<file path="src/rtl/assert_macros.svh">
// Assertion macros used by the top-level RTL file of the sine/cosine core.
`ifndef ASSERT_MACROS_SVH
`define ASSERT_MACROS_SVH

`ifndef NO_ASSERTIONS

// Checked at every rising edge of clk while rst_n is high.
`define SCP_ASSERT(lbl, clk, rst_n, prop) \
  lbl: assert property (@(posedge clk) disable iff (!rst_n) prop) \
    else $error("sine/cosine core assertion failed");

// Checked at every rising edge of clk, reset included.
`define SCP_ASSERT_ALWAYS(lbl, clk, prop) \
  lbl: assert property (@(posedge clk) prop) \
    else $error("sine/cosine core assertion failed");

`else

`define SCP_ASSERT(lbl, clk, rst_n, prop)
`define SCP_ASSERT_ALWAYS(lbl, clk, prop)

`endif

`endif

</file>
<file path="src/rtl/scp_pkg.sv">
// Shared constants, types and rounding functions of the sine/cosine core.
package scp_pkg;

  localparam int ANGLE_WIDTH_DEF = 24;
  localparam int FRAC_BITS_DEF   = 16;

  localparam int OUT_W  = 18;   // Q1.16 result width
  localparam int POLY_W = 32;   // Q.30 polynomial datapath width
  localparam int T40_W  = 43;   // reduced angle in Q.40
  localparam int HP_W   = 41;   // width of the pi/2 constant

  localparam logic [31:0]     TWO_OVER_PI_Q32 = 32'hA2F9836E;
  localparam logic [HP_W-1:0] HALF_PI_Q40     = 41'h1921FB54443;

  localparam logic signed [POLY_W-1:0] ONE_Q30    = 32'sd1073741824;
  localparam logic signed [POLY_W-1:0] C_INV6     = 32'sd178956971;
  localparam logic signed [POLY_W-1:0] C_INV120   = 32'sd8947849;
  localparam logic signed [POLY_W-1:0] C_INV5040  = 32'sd213044;
  localparam logic signed [POLY_W-1:0] C_HALF     = 32'sd536870912;
  localparam logic signed [POLY_W-1:0] C_INV24    = 32'sd44739243;
  localparam logic signed [POLY_W-1:0] C_INV720   = 32'sd1491308;
  localparam logic signed [POLY_W-1:0] C_INV40320 = 32'sd26631;

  localparam logic signed [OUT_W-1:0] OUT_MAX = 18'sd65536;
  localparam logic signed [OUT_W-1:0] OUT_MIN = -18'sd65536;

  localparam logic signed [2*POLY_W-1:0] HALF_Q30 = 64'sd536870912;
  localparam logic signed [T40_W-1:0]    HALF_T40 = 43'sd512;
  localparam logic signed [POLY_W-1:0]   HALF_Q16 = 32'sd8192;

  // Reduced angle handed from the range reduction to the polynomial pipeline.
  typedef struct packed {
    logic                     vld;
    logic [1:0]               quad;
    logic signed [POLY_W-1:0] t;
  } red_t;

  // Polynomial results handed to the output stage.
  typedef struct packed {
    logic                     vld;
    logic [1:0]               quad;
    logic signed [POLY_W-1:0] s;
    logic signed [POLY_W-1:0] c;
  } hor_t;

  // Q.60 product back to Q.30, halves away from zero.
  function automatic logic signed [POLY_W-1:0] rnd_q30(
    input logic signed [2*POLY_W-1:0] v
  );
    logic signed [2*POLY_W-1:0] r;
    r = v + HALF_Q30 - {{(2*POLY_W-1){1'b0}}, v[2*POLY_W-1]};
    return POLY_W'(r >>> 30);
  endfunction

  // Q.40 angle to Q.30, halves away from zero.
  function automatic logic signed [POLY_W-1:0] rnd_t40(
    input logic signed [T40_W-1:0] v
  );
    logic signed [T40_W-1:0] r;
    r = v + HALF_T40 - {{(T40_W-1){1'b0}}, v[T40_W-1]};
    return POLY_W'(r >>> 10);
  endfunction

  // Q.30 to Q.16, halves away from zero.
  function automatic logic signed [POLY_W-1:0] rnd_q16(
    input logic signed [POLY_W-1:0] v
  );
    logic signed [POLY_W-1:0] r;
    r = v + HALF_Q16 - {{(POLY_W-1){1'b0}}, v[POLY_W-1]};
    return r >>> 14;
  endfunction

endpackage

</file>
<file path="src/rtl/scp_reduce.sv">
// Quadrant range reduction: five pipeline stages from angle to reduced Q.30 angle.
module scp_reduce #(
  parameter int ANGLE_WIDTH = scp_pkg::ANGLE_WIDTH_DEF,
  parameter int FRAC_BITS   = scp_pkg::FRAC_BITS_DEF
) (
  input  logic                          clk,
  input  logic                          rst_n,
  input  logic                          en,
  input  logic                          in_vld,
  input  logic signed [ANGLE_WIDTH-1:0] angle,
  output scp_pkg::red_t                 red
);

  localparam int NW = ANGLE_WIDTH - FRAC_BITS + 1;
  localparam int PW = ANGLE_WIDTH + 32;
  localparam int DW = ANGLE_WIDTH - FRAC_BITS + 44;
  localparam logic [PW:0] N_HALF = (PW + 1)'(1) << (31 + FRAC_BITS);

  logic [ANGLE_WIDTH-1:0] mag;
  logic [PW:0]            n_sum;
  logic [NW-1:0]          nmag;
  logic signed [DW-1:0]   a40;
  logic signed [DW-1:0]   np_ext;
  logic signed [DW-1:0]   t40_full;

  // Stage A: magnitude times 2/pi.
  logic                          va_r, nega_r;
  logic signed [ANGLE_WIDTH-1:0] anga_r;
  logic [PW-1:0]                 pa_r;
  // Stage B: rounded quadrant count.
  logic                          vb_r, negb_r;
  logic signed [ANGLE_WIDTH-1:0] angb_r;
  logic [NW-1:0]                 nmagb_r;
  logic [1:0]                    qb_r;
  // Stage C: n times pi/2.
  logic                          vc_r, negc_r;
  logic signed [ANGLE_WIDTH-1:0] angc_r;
  logic [1:0]                    qc_r;
  logic [NW+scp_pkg::HP_W-1:0]   npc_r;
  // Stage D: reduced angle in Q.40.
  logic                          vd_r;
  logic [1:0]                    qd_r;
  logic signed [scp_pkg::T40_W-1:0] t40d_r;
  // Stage E: reduced angle in Q.30.
  logic                          ve_r;
  logic [1:0]                    qe_r;
  logic signed [scp_pkg::POLY_W-1:0] te_r;

  assign mag      = angle[ANGLE_WIDTH-1] ? (~angle + 1'b1) : angle;
  assign n_sum    = (PW + 1)'(pa_r) + N_HALF;
  assign nmag     = n_sum[PW:32+FRAC_BITS];
  assign a40      = DW'(angc_r) <<< (40 - FRAC_BITS);
  assign np_ext   = signed'(DW'(npc_r));
  assign t40_full = negc_r ? (a40 + np_ext) : (a40 - np_ext);

  always_ff @(posedge clk) begin
    if (!rst_n) begin
      va_r <= 1'b0;
      vb_r <= 1'b0;
      vc_r <= 1'b0;
      vd_r <= 1'b0;
      ve_r <= 1'b0;
    end else if (en) begin
      va_r <= in_vld;
      vb_r <= va_r;
      vc_r <= vb_r;
      vd_r <= vc_r;
      ve_r <= vd_r;
    end
  end

  always_ff @(posedge clk) begin
    if (en) begin
      nega_r  <= angle[ANGLE_WIDTH-1];
      anga_r  <= angle;
      pa_r    <= PW'(mag) * PW'(scp_pkg::TWO_OVER_PI_Q32);

      negb_r  <= nega_r;
      angb_r  <= anga_r;
      nmagb_r <= nmag;
      qb_r    <= nega_r ? (2'b00 - nmag[1:0]) : nmag[1:0];

      negc_r  <= negb_r;
      angc_r  <= angb_r;
      qc_r    <= qb_r;
      npc_r   <= (NW + scp_pkg::HP_W)'(nmagb_r) *
                 (NW + scp_pkg::HP_W)'(scp_pkg::HALF_PI_Q40);

      qd_r    <= qc_r;
      t40d_r  <= t40_full[scp_pkg::T40_W-1:0];

      qe_r    <= qd_r;
      te_r    <= scp_pkg::rnd_t40(t40d_r);
    end
  end

  assign red.vld  = ve_r;
  assign red.quad = qe_r;
  assign red.t    = te_r;

endmodule

</file>
<file path="config.mk">
export PLATFORM = sky130hd
export DESIGN_NAME = scp_reduce
export DESIGN_NICKNAME = d
export VERILOG_FILES = /design/src/rtl/assert_macros.svh /design/src/rtl/scp_pkg.sv /design/src/rtl/scp_reduce.sv
export SDC_FILE = /design/constraint.sdc
export NUM_CORES = 1
export LEC_CHECK = 0
export ABC_AREA = 1
export BUFFER_PORTS_ARGS = -buffer_cell sky130_fd_sc_hd__buf_2
export CORE_MARGIN = 2
export CORE_UTILIZATION = 61
export DETAILED_ROUTE_END_ITERATION = 8
export PLACE_DENSITY = 0.85
export RECOVER_POWER = 100
export SYNTH_ARGS = -nofsm -noshare
export SYNTH_HDL_FRONTEND = slang
export SYNTH_SLANG_ARGS = --single-unit
</file>
<file path="constraint.sdc">
create_clock -name clk -period 7.9 [get_ports clk]
set_input_delay 0.395 -clock clk [delete_from_list [all_inputs] [get_ports clk]]
set_output_delay 0.395 -clock clk [all_outputs]
set_load 0.02 [all_outputs]
</file>
==> results.json <==
{
  "status": "finished, violations left",
  "violations": "capacitance limit, slew limit",
  "finalCriticalPeriod_ns": 7.19,
  "avgRoutedWirePerCell_um": 19.2,
  "slowest_delay_ns": 0.55,
  "routed_wl_um": 87900,
  "worst_pin_slew_ns": 6.01,
  "grt_max_degree": 120,
  "r2r_slack_ns": 2.81,
  "crit_arrival_ns": 7.45,
  "fin_hold_ws_ns": 0.0647,
  "clk_latency_ns": 0.52,
  "worstSetupStartpointType": "primary input",
  "die_w_um": 228,
  "fin_nets": 4721,
  "relSlewSlack": -3.00,
  "num_antenna_cells": 0,
  "grt.overflow.total": 0,
  "grt_pass1_wl_um": 137000,
  "grt_pass1_vias": 26000,
  "post-route-drc-count": 0,
  "rows": 82,
  "instances_no_fill": 4582,
  "setup_violations": 0,
  "worst_clock_skew_ns": 0.0247,
  "syn_avg_cell_area_um2": 8.16,
  "setup-tns-final_ns": 0,
  "max_freq_mhz": 139,
  "r2r-end": "npc_r[42]",
  "rsz0062_at_grt": "false",
  "gp_congestion": 1.04,
  "die-area_um2": 51900,
  "synth_edf_count": 201,
  "fin_area_um2": 32900,
  "async_flop_share": 0,
  "num_vias": 25200,
  "post_dp_cell_area_um2": 32200,
  "synthDistinctLibCells": 40,
  "antenna_left": 0,
  "track_usage": 0.341,
  "cts_resized": 0,
  "ff_latch_area_um2": 6140,
  "hold_violations": 0,
  "placed_cells": 4542,
  "viasPerCell": 5.49,
  "core_um2": 49900,
  "seq_area_frac_synth": 0.201,
  "io_pins": 63,
  "cts_hold_buf": 0,
  "start_util": 0.613,
  "drt_pass1_iterations": 6,
  "ys_ff_latch": 206,
  "fillers": 4241,
  "synthCells": 3748,
  "multi_input_area_um2": 21100,
  "min_from": "angle[1]",
  "htreeDepth": 1,
  "clock-root-buffer": "clkbuf_16",
  "synth_ff_type": "edfxtp_1",
  "cpMaxStageDelayCell": "fa_1",
  "syn_nets": 4575,
  "critPathKind": "primary input to flip-flop",
  "syn_area_um2": 30600,
  "post-route-period-util": 0.911,
  "synth_warnings": 0,
  "dpl.hpwl_um": 76400,
  "cts.clk_slew.worst_paths_ns": 0.06,
  "drive_gt1_frac": 0.0322,
  "cts_tree": "yes",
  "io_buffers": 62,
  "die_y_um": 228,
  "min-delay-path-class": "primary input to flip-flop",
  "cts_sinks": 206,
  "drtIter0Drc": 1810,
  "worstPathRequired_ns": 8.16,
  "drv_slew": 210,
  "cap_violations": 2,
  "area_delta_synth_final_pct": 7.73,
  "cts_buffers": 22,
  "ff2ff_path_depth": 15,
  "end_kind": "flip-flop",
  "crit_path_max_fanout": 7,
  "cts_buffer_depth": 3,
  "min_path_cells": 1,
  "cts_setup_buffers": 0,
  "grt_antenna_before_repair": 0,
  "r2r_start": "nmagb_r[5]",
  "worst_hold_path.endpoint": "anga_r[1]"
}
[per-stage QoR]
step                 util  setup WS (ns)
floorplan               -          0.956
global placement    0.646          0.474
detailed placement  0.646          0.377
CTS                 0.663          0.896
global route        0.661          0.231
finish              0.661          0.706
[logic make-up after synthesis]
logic type / count (synthesis) / synth area share
compound gates: 385 / 0.0688
xor+xnor: 101 / 0.0289
fa+ha+maj: 799 / 0.410
buf+inv: 880 / 0.109
flops: 206 / 0.201
simple gates: 1377 / 0.183
[flip-flops by register name (all words and copies together), names as in the netlist, 2 cells and up]
register  cells
anga_r       19
nmagb_r       9
qc_r          2
angc_r       19
npc_r        42
te_r         32
angb_r       19
t40d_r       42
qe_r          2
pa_r          9
qd_r          2
[cells in the final DEF (no fill, tap or decap), types with 3 or more instances in the layout]
cell type,instances
o21bai_1,27
clkinv_4,3
a21boi_0,4
o211ai_1,4
nand3b_1,9
o21a_1,13
clkinv_1,3
and2_1,3
nor2_2,4
dfxtp_1,5
ha_1,459
a31oi_1,4
xnor2_1,14
o31ai_1,5
nand3_1,132
nor3_1,36
a21o_1,11
clkbuf_16,23
bufinv_16,6
o21ai_1,6
xor2_1,87
inv_1,864
nand4_1,40
nand2_1,815
buf_4,72
clkbuf_1,56
nor2_1,325
a21oi_1,188
edfxtp_1,201
o21ai_0,122
buf_2,9
nor4_1,5
fa_1,340
[metal layers]
| layer | part of all wire | track usage | wire, µm |
|---|---|---|---|
| met5 | 0 | 0 | 0 |
| met3 | 0.058 | 0.0413 | 5130 |
| met1 | 0.37 | 0.386 | 32800 |
| met4 | 0.073 | 0.206 | 6420 |
| met2 | 0.50 | 0.615 | 43500 |
[final cells by class]
cell class | instances | share of cell area
clock buffer | 25 | 0.0177
timing repair buffer | 136 | 0.0241
inverter | 866 | 0.0987
sequential | 206 | 0.186
clock inverter | 15 | 0.00733
tap | 672 | 0.0255
multi-input combinational | 2662 | 0.640
[worst max-delay path by stage]
stage / startpoint / endpoint / slack, ns / cells past startpoint
detailed placement: angle[5] / pa_r[47] / 0.38 / 29
global placement: angle[5] / pa_r[51] / 0.47 / 31
floorplan: angle[2] / pa_r[54] / 0.96 / 31
finish: angle[8] / pa_r[50] / 0.71 / 30
CTS: angle[5] / pa_r[47] / 0.90 / 29
global route: angle[8] / pa_r[50] / 0.23 / 30
[cell usage after synthesis (3+ instances only)]
library cell,count,area share
a21boi_0,4,0.00098
a21o_1,11,0.0027
a21oi_1,188,0.031
a31oi_1,4,0.00082
and2_1,3,0.00061
buf_2,7,0.0011
clkbuf_1,3,0.00037
dfxtp_1,5,0.0033
edfxtp_1,201,0.20
fa_1,340,0.22
ha_1,459,0.19
inv_1,864,0.11
nand2_1,815,0.10
nand3_1,132,0.022
nand3b_1,9,0.0022
nand4_1,40,0.0082
nor2_1,322,0.040
nor2_2,7,0.0014
nor3_1,34,0.0056
nor4_1,5,0.0010
o211ai_1,4,0.00098
o21a_1,13,0.0032
o21ai_0,117,0.019
o21ai_1,9,0.0015
o21bai_1,27,0.0066
o31ai_1,5,0.0012
or2_1,3,0.00061
xnor2_1,14,0.0040
xor2_1,87,0.025
[critical path, delay by kind of cell]
kind            cells  cell delay (ns)
compound gates      1             0.16
buf+inv             5             0.66
xor+xnor            1             0.09
fa+ha+maj           8             3.78
simple gates       15             2.34
Power is not shown: default switching activity piles up to over one toggle a cycle in this logic, so the estimate is an artifact.
